$ cat src/sensor_average_filter_framer_macros.svh
// ----------------------------------------------------------------------------
// Assertion macros for the averaging filter and telemetry framer
// Implication checks, same cycle and next cycle, with async reset disable.
// ----------------------------------------------------------------------------
`ifndef SENSOR_AVERAGE_FILTER_FRAMER_MACROS_SVH
`define SENSOR_AVERAGE_FILTER_FRAMER_MACROS_SVH

// ante holds -> cons holds in the same cycle
`define SAFF_ASSERT_SAME(label, clk, rst_n, ante, cons, msg) \
    label: assert property (@(posedge clk) disable iff (!rst_n) (ante) |-> (cons)) \
        else $error(msg);

// ante holds -> cons holds in the next cycle
`define SAFF_ASSERT_NEXT(label, clk, rst_n, ante, cons, msg) \
    label: assert property (@(posedge clk) disable iff (!rst_n) (ante) |=> (cons)) \
        else $error(msg);

`endif

$ cat src/saff_pkg.sv
// ----------------------------------------------------------------------------
// saff_pkg
// Types, constants and the CRC byte update for the averaging filter framer.
// ----------------------------------------------------------------------------
package saff_pkg;

    localparam int MAX_BLOCK_LEN = 1024;
    localparam int FRAME_LEN     = 19;
    localparam int CRC_SPAN      = 17;
    localparam int DIV_STEPS     = 25;   // dividend width of the shared divider

    localparam logic [15:0] CRC_POLY   = 16'h1021;
    localparam logic [15:0] CRC_INIT   = 16'hFFFF;
    localparam logic [15:0] FRAME_MAGIC = 16'hAA55;
    localparam logic [7:0]  FRAME_VERSION = 8'd1;
    localparam logic [7:0]  FRAME_TYPE    = 8'd1;
    localparam logic [15:0] FRAME_PAYLOAD_LEN = 16'd5;
    localparam logic [7:0]  FRAME_FLAGS   = 8'd0;
    localparam logic [11:0] ADC_FULL_SCALE = 12'd4095;

    // register indexes on the configuration port
    localparam logic [1:0] REG_BLOCK_LEN    = 2'd0;
    localparam logic [1:0] REG_FILTER_SHIFT = 2'd1;
    localparam logic [1:0] REG_VREF_MV      = 2'd2;

    localparam logic [10:0] RST_BLOCK_LEN    = 11'd100;
    localparam logic [3:0]  RST_FILTER_SHIFT = 4'd3;
    localparam logic [12:0] RST_VREF_MV      = 13'd3300;

    typedef enum logic [2:0] {
        ST_IDLE,
        ST_DIV_AVG,
        ST_FILTER,
        ST_MULT,
        ST_DIV_TEMP,
        ST_SCALE,
        ST_SEND
    } state_t;

    // CRC-16/CCITT-FALSE, one byte, MSB first
    function automatic logic [15:0] crc_byte(input logic [15:0] crc_in,
                                             input logic [7:0]  data);
        logic [15:0] c;
        c = crc_in ^ {data, 8'h00};
        for (int b = 0; b < 8; b++)
        begin
            if (c[15])
                c = {c[14:0], 1'b0} ^ CRC_POLY;
            else
                c = {c[14:0], 1'b0};
        end
        return c;
    endfunction

endpackage

$ cat src/sensor_average_filter_framer.sv
// ----------------------------------------------------------------------------
// sensor_average_filter_framer
// Block averaging, one-pole filter, temperature scaling and a 19-byte
// telemetry frame with CRC-16/CCITT-FALSE.
// ----------------------------------------------------------------------------
// Usage:
//   Input channel in_valid/in_ready carries one item: sample and tick_ms.
//   Output channel out_valid/out_ready carries frame bytes, little-endian,
//   last_byte set on the final CRC byte.
//   Config port: cfg_we, cfg_index, cfg_data; write only while idle.
// Flow:
//   A sample that does not close a block is taken and gives no
//   output. A block-closing sample runs the shared restoring divider
//   for the average, then filter, multiply, a divide by 4095 and a
//   scale step before the first frame byte, then one byte per cycle
//   while the receiver does not stall. in_ready is low from its
//   accept until the last frame byte is taken.
// Stalls:
//   When out_ready is low the current byte holds; the frame resumes
//   once it is taken. The CRC advances only on accepted bytes.
// Reset:
//   rst_n clears the running sum and count, the filter (unseeded), the
//   sequence number, and loads the default block length, shift and vref.
// ----------------------------------------------------------------------------
`include "sensor_average_filter_framer_macros.svh"

module sensor_average_filter_framer (
    input  logic        clk,
    input  logic        rst_n,
    // input item
    input  logic        in_valid,
    output logic        in_ready,
    input  logic [11:0] sample,
    input  logic [31:0] tick_ms,
    // result item
    output logic        out_valid,
    input  logic        out_ready,
    output logic [7:0]  frame_byte,
    output logic        last_byte,
    // configuration
    input  logic        cfg_we,
    input  logic [1:0]  cfg_index,
    input  logic [12:0] cfg_data
);

    saff_pkg::state_t state_reg, state_next;

    logic [10:0] block_len_reg;
    logic [3:0]  filter_shift_reg;
    logic [12:0] vref_mv_reg;

    logic [21:0] block_sum_reg, block_sum_next;
    logic [10:0] sample_count_reg, sample_count_next;
    logic [11:0] level_reg, level_next;
    logic        loaded_reg, loaded_next;
    logic [15:0] seq_reg, seq_next;

    // shared divider
    logic [24:0] dvd_reg, dvd_next;
    logic [11:0] rem_reg, rem_next;
    logic [11:0] dsr_reg, dsr_next;
    logic [4:0]  step_reg, step_next;

    logic [31:0] tick_reg, tick_next;
    logic [15:0] temp_reg, temp_next;
    logic [15:0] crc_reg, crc_next;
    logic [4:0]  idx_reg, idx_next;

    logic [10:0] len_eff;
    logic [10:0] count_inc;
    logic [21:0] sum_inc;
    logic        in_fire, out_fire, closes, div_last;
    logic [12:0] div_shift;
    logic        div_ge;
    logic [12:0] div_diff;
    logic signed [12:0] flt_diff, flt_step, flt_sum;
    logic [12:0] tq_hi;
    logic [11:0] tq_lo;
    logic [13:0] tq_sum;
    logic [1:0]  tq_adj;
    logic [12:0] tq_quot;
    logic [15:0] quot16;
    logic [7:0]  frame_bytes [saff_pkg::FRAME_LEN];

    // ---------------- configuration ----------------
    always_ff @(posedge clk or negedge rst_n)
    begin
        if (!rst_n)
        begin
            block_len_reg    <= saff_pkg::RST_BLOCK_LEN;
            filter_shift_reg <= saff_pkg::RST_FILTER_SHIFT;
            vref_mv_reg      <= saff_pkg::RST_VREF_MV;
        end
        else if (cfg_we)
        begin
            unique case (cfg_index)
                saff_pkg::REG_BLOCK_LEN:    block_len_reg    <= cfg_data[10:0];
                saff_pkg::REG_FILTER_SHIFT: filter_shift_reg <= cfg_data[3:0];
                saff_pkg::REG_VREF_MV:      vref_mv_reg      <= cfg_data;
                default: ;
            endcase
        end
    end

    // ---------------- common terms ----------------
    always_comb
    begin
        if (block_len_reg == 11'd0)
            len_eff = 11'd1;
        else if (block_len_reg > 11'(saff_pkg::MAX_BLOCK_LEN))
            len_eff = 11'(saff_pkg::MAX_BLOCK_LEN);
        else
            len_eff = block_len_reg;
    end

    assign in_fire   = in_valid && in_ready;
    assign out_fire  = out_valid && out_ready;
    assign count_inc = sample_count_reg + 11'd1;
    assign sum_inc   = block_sum_reg + {10'd0, sample};
    assign closes    = count_inc >= len_eff;
    assign div_last  = step_reg == 5'(saff_pkg::DIV_STEPS - 1);

    // one restoring step
    assign div_shift = {rem_reg, dvd_reg[24]};
    assign div_diff  = div_shift - {1'b0, dsr_reg};
    assign div_ge    = div_shift >= {1'b0, dsr_reg};

    // floor shift of the signed difference
    assign flt_diff = $signed({1'b0, dvd_reg[11:0]}) - $signed({1'b0, level_reg});
    assign flt_step = flt_diff >>> filter_shift_reg;
    assign flt_sum  = $signed({1'b0, level_reg}) + flt_step;

    // divide by 4095 = 2^12 - 1: x = hi*4095 + (hi + lo), so the quotient
    // is hi plus a correction of 0 to 3
    assign tq_hi  = dvd_reg[24:12];
    assign tq_lo  = dvd_reg[11:0];
    assign tq_sum = {1'b0, tq_hi} + {2'b00, tq_lo};

    always_comb
    begin
        if (tq_sum >= 14'(3 * saff_pkg::ADC_FULL_SCALE))
            tq_adj = 2'd3;
        else if (tq_sum >= 14'(2 * saff_pkg::ADC_FULL_SCALE))
            tq_adj = 2'd2;
        else if (tq_sum >= {2'b00, saff_pkg::ADC_FULL_SCALE})
            tq_adj = 2'd1;
        else
            tq_adj = 2'd0;
    end

    assign tq_quot = tq_hi + {11'd0, tq_adj};

    assign quot16 = {3'd0, dvd_reg[12:0]};

    // ---------------- frame bytes ----------------
    always_comb
    begin
        frame_bytes[0]  = saff_pkg::FRAME_MAGIC[7:0];
        frame_bytes[1]  = saff_pkg::FRAME_MAGIC[15:8];
        frame_bytes[2]  = saff_pkg::FRAME_VERSION;
        frame_bytes[3]  = saff_pkg::FRAME_TYPE;
        frame_bytes[4]  = saff_pkg::FRAME_PAYLOAD_LEN[7:0];
        frame_bytes[5]  = saff_pkg::FRAME_PAYLOAD_LEN[15:8];
        frame_bytes[6]  = seq_reg[7:0];
        frame_bytes[7]  = seq_reg[15:8];
        frame_bytes[8]  = tick_reg[7:0];
        frame_bytes[9]  = tick_reg[15:8];
        frame_bytes[10] = tick_reg[23:16];
        frame_bytes[11] = tick_reg[31:24];
        frame_bytes[12] = level_reg[7:0];
        frame_bytes[13] = {4'd0, level_reg[11:8]};
        frame_bytes[14] = temp_reg[7:0];
        frame_bytes[15] = temp_reg[15:8];
        frame_bytes[16] = saff_pkg::FRAME_FLAGS;
        frame_bytes[17] = crc_reg[7:0];
        frame_bytes[18] = crc_reg[15:8];
    end

    // ---------------- next state ----------------
    always_comb
    begin
        state_next = state_reg;
        unique case (state_reg)
            saff_pkg::ST_IDLE:
                if (in_fire && closes)
                    state_next = saff_pkg::ST_DIV_AVG;
            saff_pkg::ST_DIV_AVG:
                if (div_last)
                    state_next = saff_pkg::ST_FILTER;
            saff_pkg::ST_FILTER:
                state_next = saff_pkg::ST_MULT;
            saff_pkg::ST_MULT:
                state_next = saff_pkg::ST_DIV_TEMP;
            saff_pkg::ST_DIV_TEMP:
                state_next = saff_pkg::ST_SCALE;
            saff_pkg::ST_SCALE:
                state_next = saff_pkg::ST_SEND;
            saff_pkg::ST_SEND:
                if (out_fire && last_byte)
                    state_next = saff_pkg::ST_IDLE;
            default:
                state_next = saff_pkg::ST_IDLE;
        endcase
    end

    // ---------------- outputs ----------------
    always_comb
    begin
        in_ready   = state_reg == saff_pkg::ST_IDLE;
        out_valid  = state_reg == saff_pkg::ST_SEND;
        frame_byte = frame_bytes[idx_reg];
        last_byte  = idx_reg == 5'(saff_pkg::FRAME_LEN - 1);
    end

    // ---------------- datapath ----------------
    always_comb
    begin
        block_sum_next    = block_sum_reg;
        sample_count_next = sample_count_reg;
        level_next        = level_reg;
        loaded_next       = loaded_reg;
        seq_next          = seq_reg;
        dvd_next          = dvd_reg;
        rem_next          = rem_reg;
        dsr_next          = dsr_reg;
        step_next         = step_reg;
        tick_next         = tick_reg;
        temp_next         = temp_reg;
        crc_next          = crc_reg;
        idx_next          = idx_reg;

        case (state_reg)
            saff_pkg::ST_IDLE:
                if (in_fire)
                begin
                    if (closes)
                    begin
                        block_sum_next    = '0;
                        sample_count_next = '0;
                        dvd_next          = {3'd0, sum_inc};
                        dsr_next          = {1'b0, count_inc};
                        rem_next          = '0;
                        step_next         = '0;
                        tick_next         = tick_ms;
                    end
                    else
                    begin
                        block_sum_next    = sum_inc;
                        sample_count_next = count_inc;
                    end
                end
            saff_pkg::ST_DIV_AVG:
            begin
                rem_next  = div_ge ? div_diff[11:0] : div_shift[11:0];
                dvd_next  = {dvd_reg[23:0], div_ge};
                step_next = step_reg + 5'd1;
            end
            saff_pkg::ST_FILTER:
            begin
                // quotient of the average division sits in dvd_reg
                loaded_next = 1'b1;
                if (loaded_reg)
                    level_next = flt_sum[11:0];
                else
                    level_next = dvd_reg[11:0];
            end
            saff_pkg::ST_MULT:
                dvd_next = {13'd0, level_reg} * {12'd0, vref_mv_reg};
            saff_pkg::ST_DIV_TEMP:
                dvd_next = {12'd0, tq_quot};
            saff_pkg::ST_SCALE:
            begin
                temp_next = (quot16 << 3) + (quot16 << 1);
                crc_next  = saff_pkg::CRC_INIT;
                idx_next  = '0;
            end
            saff_pkg::ST_SEND:
                if (out_fire)
                begin
                    if (idx_reg < 5'(saff_pkg::CRC_SPAN))
                        crc_next = saff_pkg::crc_byte(crc_reg, frame_byte);
                    if (last_byte)
                        seq_next = seq_reg + 16'd1;
                    else
                        idx_next = idx_reg + 5'd1;
                end
            default: ;
        endcase
    end

    // ---------------- registers ----------------
    always_ff @(posedge clk or negedge rst_n)
    begin
        if (!rst_n)
        begin
            state_reg        <= saff_pkg::ST_IDLE;
            block_sum_reg    <= '0;
            sample_count_reg <= '0;
            level_reg        <= '0;
            loaded_reg       <= 1'b0;
            seq_reg          <= '0;
            step_reg         <= '0;
            idx_reg          <= '0;
        end
        else
        begin
            state_reg        <= state_next;
            block_sum_reg    <= block_sum_next;
            sample_count_reg <= sample_count_next;
            level_reg        <= level_next;
            loaded_reg       <= loaded_next;
            seq_reg          <= seq_next;
            step_reg         <= step_next;
            idx_reg          <= idx_next;
        end
    end

    always_ff @(posedge clk)
    begin
        dvd_reg  <= dvd_next;
        rem_reg  <= rem_next;
        dsr_reg  <= dsr_next;
        tick_reg <= tick_next;
        temp_reg <= temp_next;
        crc_reg  <= crc_next;
    end

    // ---------------- assertions ----------------
    `SAFF_ASSERT_SAME(a_div_rem_bound, clk, rst_n,
        (state_reg == saff_pkg::ST_DIV_AVG),
        (rem_reg < dsr_reg), "divider remainder not below divisor")
    `SAFF_ASSERT_SAME(a_frame_after_seed, clk, rst_n,
        out_valid, loaded_reg, "frame sent before filter was seeded")
    `SAFF_ASSERT_NEXT(a_idle_after_frame, clk, rst_n,
        (out_fire && last_byte), (in_ready && sample_count_reg == 11'd0),
        "block not idle and cleared after frame end")

endmodule
$ cat config.mk
export PLATFORM = sky130hd
export DESIGN_NAME = sensor_average_filter_framer
export DESIGN_NICKNAME = d
export VERILOG_FILES = /design/src/saff_pkg.sv /design/src/sensor_average_filter_framer.sv
export VERILOG_INCLUDE_DIRS = /design/src /design/src/src
export SDC_FILE = /design/constraint.sdc
export NUM_CORES = 1
export LEC_CHECK = 0
export ABC_AREA = 1
export ABC_CLOCK_PERIOD_IN_PS = 5400
export BUFFER_PORTS_ARGS = -buffer_cell sky130_fd_sc_hd__buf_2
export CORE_ASPECT_RATIO = 0.7
export CORE_MARGIN = 2
export CORE_UTILIZATION = 58
export CTS_CLUSTER_DIAMETER = 120
export DETAILED_ROUTE_END_ITERATION = 6
export PLACE_DENSITY = 0.81
export REMOVE_ABC_BUFFERS = 1
export SLEW_MARGIN = 20
export SYNTH_ARGS = -nofsm -noshare
export SYNTH_HDL_FRONTEND = slang
export SYNTH_SLANG_ARGS = --single-unit
export TNS_END_PERCENT = 50
$ cat constraint.sdc
create_clock -name clk -period 5.4 [get_ports clk]
set_input_delay 0.27 -clock clk [delete_from_list [all_inputs] [get_ports clk]]
set_output_delay 0.27 -clock clk [all_outputs]
set_load 0.02 [all_outputs]
==> results of run 1 <==
stage by stage:
step           setup WS, ns  utilization [%]  hold slack [ns]
6_report             0.1766            67.08          0.02222
4_1_cts             0.03061            65.76          0.01088
3_5_place_dp        0.07132            62.14           0.3724
5_1_grt            -0.05600            67.08          0.02549
3_3_place_gp        0.09296            62.14           0.3697
2_1_floorplan        0.4166                -         -0.02559
logic make-up (layout without fill, tap and decap cells):
group / after synthesis / count (layout) / share of synthesized area, %
AO/OA/AOI/OAI: 440 / 440 / 12.79
XOR/XNOR: 90 / 90 / 4.289
adder cells (fa/ha/maj): 271 / 271 / 22.38
buffers and inverters: 487 / 633 / 9.699
flip-flops: 214 / 214 / 31.05
multiplexers: 3 / 3 / 0.1705
other: 0 / 1 / 0
AND/OR/NAND/NOR: 893 / 893 / 19.62
worst register-to-register path, stage by stage (launching register included):
cell and delay (ns):
dfstp_2 0.66, buf_6 0.17, nand2_1 0.08, fa_1 0.55
inv_1 0.06, fa_1 0.53, inv_1 0.06, fa_1 0.46
fa_1 0.57, inv_1 0.06, ha_1 0.30, ha_2 0.38
nand2_1 0.15, nor4_4 0.32, nand4_1 0.12, nand3_1 0.15
nand2_1 0.06, nand2_1 0.07, a21oi_1 0.07, o21ai_0 0.10
nand2_1 0.07
Yosys cell counts, drive strengths merged, types with 12 or more instances:
| library cell | number | share of area (%) |
|---|---|---|
| a21oi | 148 | 3.9 |
| o21ai | 191 | 5.0 |
| dfrtp | 92 | 12 |
| nand2 | 577 | 11 |
| inv | 418 | 8.2 |
| nor3 | 20 | 0.52 |
| xnor2 | 22 | 1.0 |
| xor2 | 68 | 3.3 |
| o22ai | 23 | 0.75 |
| buf | 16 | 0.43 |
| nand3 | 118 | 3.1 |
| edfxtp | 111 | 17 |
| o211ai | 15 | 0.59 |
| fa | 117 | 12 |
| ha | 154 | 10 |
| nand4 | 18 | 0.67 |
| nor2 | 132 | 2.8 |
| clkbuf | 53 | 1.0 |
| a31oi | 12 | 0.39 |
| a22o | 13 | 0.60 |
layout make-up:
class                      count  area (um^2)
fill                        2537        10650
clock buffer                  33        705.7
tap                          427        534.3
multi-input combinational   1697        11600
antenna                        1        2.502
timing repair buffer         173         1237
inverter                     418         1569
clock inverter                 9        107.6
sequential                   214         5941
metal layers:
| metal | GRT usage, % | part of all wire, % | up-vias |
|---|---|---|---|
| met5 | 0 | 0.019 | - |
| met4 | 7.111 | 2.5 | 2 |
| met3 | 6.160 | 10 | 116 |
| met2 | 47.35 | 44 | 772 |
| met1 | 46.55 | 44 | 8124 |
| li1 | - | - | 8038 |
worst max path at each step:
stage                   start  depth (start not counted)           to  slack [ns]
2_1_floorplan   level_reg[11]                         24  dvd_reg[23]        0.42
3_3_place_gp   vref_mv_reg[5]                         19  dvd_reg[17]        0.09
3_5_place_dp   vref_mv_reg[5]                         19  dvd_reg[17]        0.07
4_1_cts        vref_mv_reg[5]                         19  dvd_reg[17]        0.03
5_1_grt        vref_mv_reg[5]                         24  dvd_reg[23]       -0.06
6_report       vref_mv_reg[6]                         20  dvd_reg[24]        0.18
timing repair:
action,in CTS,in global routing
resized for setup,0,86
hold buffers,36,0
hold endpoints to repair,77,0
setup buffers,0,15
setup endpoints to repair,0,15
==> impl_results.md, run 1 <==
- Status: complete, but fails checks
- Failing checks: design-rule violations
- Total number of vias: 17,050
- Final wirelength: 53.41 mm
- Final setup TNS: 0 ns
- Post-synth design cell area: 0.01908 mm^2
- Max reg flops: 32
- Drt drc: 1
- Area Growth Syn to Fin: 13.72%
- Worst setup EP type: flop
- Synth Instances: 2,398
- Worst reg2reg endpoint: dvd_reg[24]
- WL per Instance: 17.97 um
- Pins over their slew limit: 0
- Number of buffers added on ports: 74
- FFs w/ async S/R, synth: 48.13%
- Max incr delay on CP: 0.66 ns
- Post-route cell area: 0.02170 mm^2
- R2r setup slk: 0.18 ns
- Iter 0 DRT Violations: 1,840
- Drt pass-1 iters: 7
- Root Buffer: clkbuf_16
- Worst-case clock skew: 0.01243 ns
- Synthesized area per cell: 7.956 um^2
- Crit path DAT: 5.51 ns
- Cts bufs inserted: 23
- Worst path bufs/invs: 4
- Die height: 155.7 um
- Worst Hold End: block_len_reg[9]
- Die span in x: 220.8 um
- Fraction of layout cells with a size suffix above 1: 11.24%
- Max Clk Rate: 191.4 MHz
- Number of non-filler instances in the completed layout: 2,972
- Finish-stage setup viols: 0
- Worst R2R Path Depth: 20
- Layout Nets: 2,862
- Number of global-route vias before repair: 16,170
- Sequential area share after synthesis: 31.05%
- Ys flop type: edfxtp_1
- Ys Warns: 0
- Die area: 0.03439 mm^2
- Latest clock arrival within the worst-skew pair: 0.54 ns
- DP Cell Count: 2,878
- Critical Path RT: 5.69 ns
- Num ports: 75
- Worst-Margin Slew: 0.8413 ns
- RSZ-0062 raised after global routing: true
- Slew HR: 43.32%
- Hold Startpoint: cfg_data[9]
- Post-synth EDFFs: 111
- GR Overflow Total: 0
- CP max FO: 7
- Initial core utilization: 58.99%
- Final period util: 96.73%
- GRT Total Usage: 31.31%
- Type of the worst setup path: reg2reg
- CTS tree: done
- Seq cells post-synth: 214
- TritonCTS Sinks: 214
- Initial antenna violation count: 1
- Final hold vios: 0
- Distinct cells, synth: 56
- Startpoint types: flop
- Worst-path cell chain: buf_6 > nand2_1 > fa_1 > inv_1 > fa_1 > inv_1 > fa_1 > fa_1 > inv_1 > ha_1 > ha_2 > nand2_1 > nor4_4 > nand4_1 > nand3_1 > nand2_1 > nand2_1 > a21oi_1 > o21ai_0 > nand2_1
- Row count: 55
- Core ar.: 0.03234 mm^2
- Crit-path leading delay family: adder cells
- Vias/cell: 5.738
- HPWL after detailed placement: 40.33 mm
- Worst r2r src: vref_mv_reg[6]
- Placer Congestion: 0.9829
- Clock transition at path regs: 0.06 ns
- DRT antenna net count: 0
- Maximum clock path buffer count: 3
- CP dominant cell by count: nand2_1
- Max H-tree Level: 1
- Largest net degree at the start of global routing: 54
- Most frequent cells in the layout: 564 x nand2_1, 407 x inv_1, 161 x o21ai_0
- First-pass GRT wire length: 85.10 mm
- Critical path's slowest cell: dfstp_2
- Hold WC Path Type: in2reg
- Hold Crit Depth: 3
- Final worst path period need: 5.223 ns
- Placed standard-cell area: 0.02010 mm^2
- Most common cell after layout, fill and taps aside: nand2_1
- Number of max-cap violations: 0
Power of run 1 is not shown: default switching activity piles up to over one toggle a cycle in this logic, so the estimate is an artifact.
==> run 2: changes to the inputs <==
ABC_CLOCK_PERIOD_IN_PS = 5900   (was 5400)
CORE_UTILIZATION = 64   (was 58)
PLACE_DENSITY = 0.84   (was 0.81)
clock period = 5.9 ns   (was 5.4 ns; I/O delays follow)
==> run 2 against run 1 <==
Effect of this change:
- the run now ends clean
- final cell count is 3.1% lower
- design area is 3.3% lower
- register-to-register slack better by 0.16 ns
- non-clock buffer count is 42 lower
- critical path type unchanged
- largest cell class unchanged
==> impl_results.md, run 2 (synthesized netlist as in run 1, its figures left out) <==
- Slew HR: 44.20%
- CP max FO: 13
- Most common cell after layout, fill and taps aside: nand2_1
- # fillers: 2,237
- Number of global-route vias before repair: 16,840
- Number of buffers added on ports: 74
- Drt pass-1 iters: 6
- Type of the worst setup path: reg2reg
- Most frequent cells in the layout: 573 x nand2_1, 409 x inv_1, 170 x o21ai_0
- Clock transition at path regs: 0.06 ns
- Worst-case clock skew: 0.02833 ns
- GRT Max-Usage Layer: met2
- Drt drc: 0
- Hold Crit Depth: 3
- Final period util: 94.38%
- Met1 layer usage reported by global route: 51.11%
- Hold WC Path Type: in2reg
- Critical Path RT: 6.17 ns
- Worst r2r src: vref_mv_reg[4]
- Die height: 148.5 um
- Combined area of the multi-input logic cells: 0.01132 mm^2
- Iter 0 DRT Violations: 1,957
- Layout Nets: 2,820
- Number of max-cap violations: 0
- DRT antenna net count: 0
- Vias/cell: 5.909
- Worst Hold End: vref_mv_reg[10]
- HPWL after detailed placement: 41.08 mm
- Startpoint types: flop
- Worst setup EP type: flop
- Fraction of layout cells with a size suffix above 1: 7.514%
- Final wirelength: 53.98 mm
- Latest clock arrival within the worst-skew pair: 0.55 ns
- Placer Congestion: 0.9676
- Largest net degree at the start of global routing: 55
- M2 GR Usage: 54.75%
- Core ar.: 0.02908 mm^2
- CTS tree: done
- Maximum clock path buffer count: 3
- TritonCTS Sinks: 214
- GR Overflow Total: 0
- Die area: 0.03123 mm^2
- GRT Total Usage: 35.71%
- Max reg flops: 32
- Cts bufs inserted: 23
- Pins over their slew limit: 0
- Row count: 52
- Max Clk Rate: 179.6 MHz
- Crit path DAT: 5.83 ns
- RSZ-0062 raised after global routing: false
- Worst R2R Path Depth: 24
- Initial core utilization: 65.60%
- Worst reg2reg endpoint: dvd_reg[23]
- R2r setup slk: 0.33 ns
- Finish-stage setup viols: 0
- Total number of vias: 17,020
- Die span in x: 210.4 um
- Worst-Margin Slew: 0.8282 ns
- Final hold vios: 0
- Hold Startpoint: cfg_data[10]
- Max H-tree Level: 1
- Area Growth Syn to Fin: 9.955%
- Met3 Use GR: 8.509%
- Final worst path period need: 5.568 ns
- Post-CTS Setup Bufs: 0
- Initial antenna violation count: 2
- Status: completed
- Root Buffer: clkbuf_16
- Num ports: 75
- First-pass GRT wire length: 87.73 mm
- Final setup TNS: 0 ns
- Register Area: 0.005929 mm^2
- WL per Instance: 18.74 um
run 2: cell count changes in the layout (fill, tap and decap cells not counted), sizes merged:
cell	delta
dlygate4sd3	-1
clkinvlp	+1
bufinv	-1
inv	-1
clkinv	+1
buf	-41
run 2: metrics by stage:
stage                     worst slack [ns]  util [%]  area [um^2]  hold slack (ns)  instances
after floorplan                     0.9166         -        18800       -0.0005911       2329
after global placement              0.4646     68.18        19830           0.3959       2803
after detailed placement            0.3755     68.18        19830           0.4020       2803
after CTS                           0.3585     72.11        20970          0.03164       2880
after global routing              0.009495     72.13        20980          0.05059       2880
final                               0.3317     72.13        20980          0.03930       2881
run 2: what timing repair did:
action                                  in CTS  in global routing
hold buffers                                35                  0
hold endpoints to repair                    79                  0
endpoints found under the setup margin       0                  2
gates resized for setup                      0                  4
run 2: worst max-delay path by stage:
stage	from	endpoint	slack (ns)	cells past startpoint
global placement	level_reg[9]	dvd_reg[17]	0.46	20
floorplan	level_reg[11]	dvd_reg[23]	0.92	24
CTS	level_reg[8]	dvd_reg[17]	0.36	19
detailed placement	vref_mv_reg[4]	dvd_reg[23]	0.38	24
finish	vref_mv_reg[4]	dvd_reg[23]	0.33	24
global route	vref_mv_reg[4]	dvd_reg[23]	0.009	24
run 2: metal layers:
metal  vias to the layer above  wire, um
met5                         -        13
met4                         2      1500
met3                       148      6216
met2                       921     23550
met1                      7994     22700
li1                       7958         -
run 2: cell type report:
type / count / share of cell area [%]
Multi-Input combinational cell: 1697 / 53.98
Clock buffer: 33 / 3.370
Inverter: 418 / 7.479
Tap cell: 378 / 2.254
Sequential cell: 214 / 28.26
Antenna cell: 1 / 0.01193
Timing Repair Buffer: 131 / 4.235
Clock inverter: 9 / 0.4115
run 2: worst max-delay path, stage by stage, from the launching register on:
cell	delay, ns
dfrtp_1	0.55
nand2_1	0.15
inv_1	0.06
fa_1	0.53
inv_1	0.06
fa_1	0.54
inv_1	0.07
fa_1	0.51
fa_1	0.62
inv_1	0.08
fa_1	0.55
inv_1	0.05
ha_1	0.32
nand2_1	0.10
nor2_1	0.11
inv_1	0.06
nor3_1	0.20
nand4_1	0.11
nand3_1	0.12
nand2_1	0.07
nand2_1	0.06
a21o_1	0.11
a21oi_1	0.05
o21ai_0	0.09
o21ai_0	0.10
Power of run 2 is left out for the same reason.
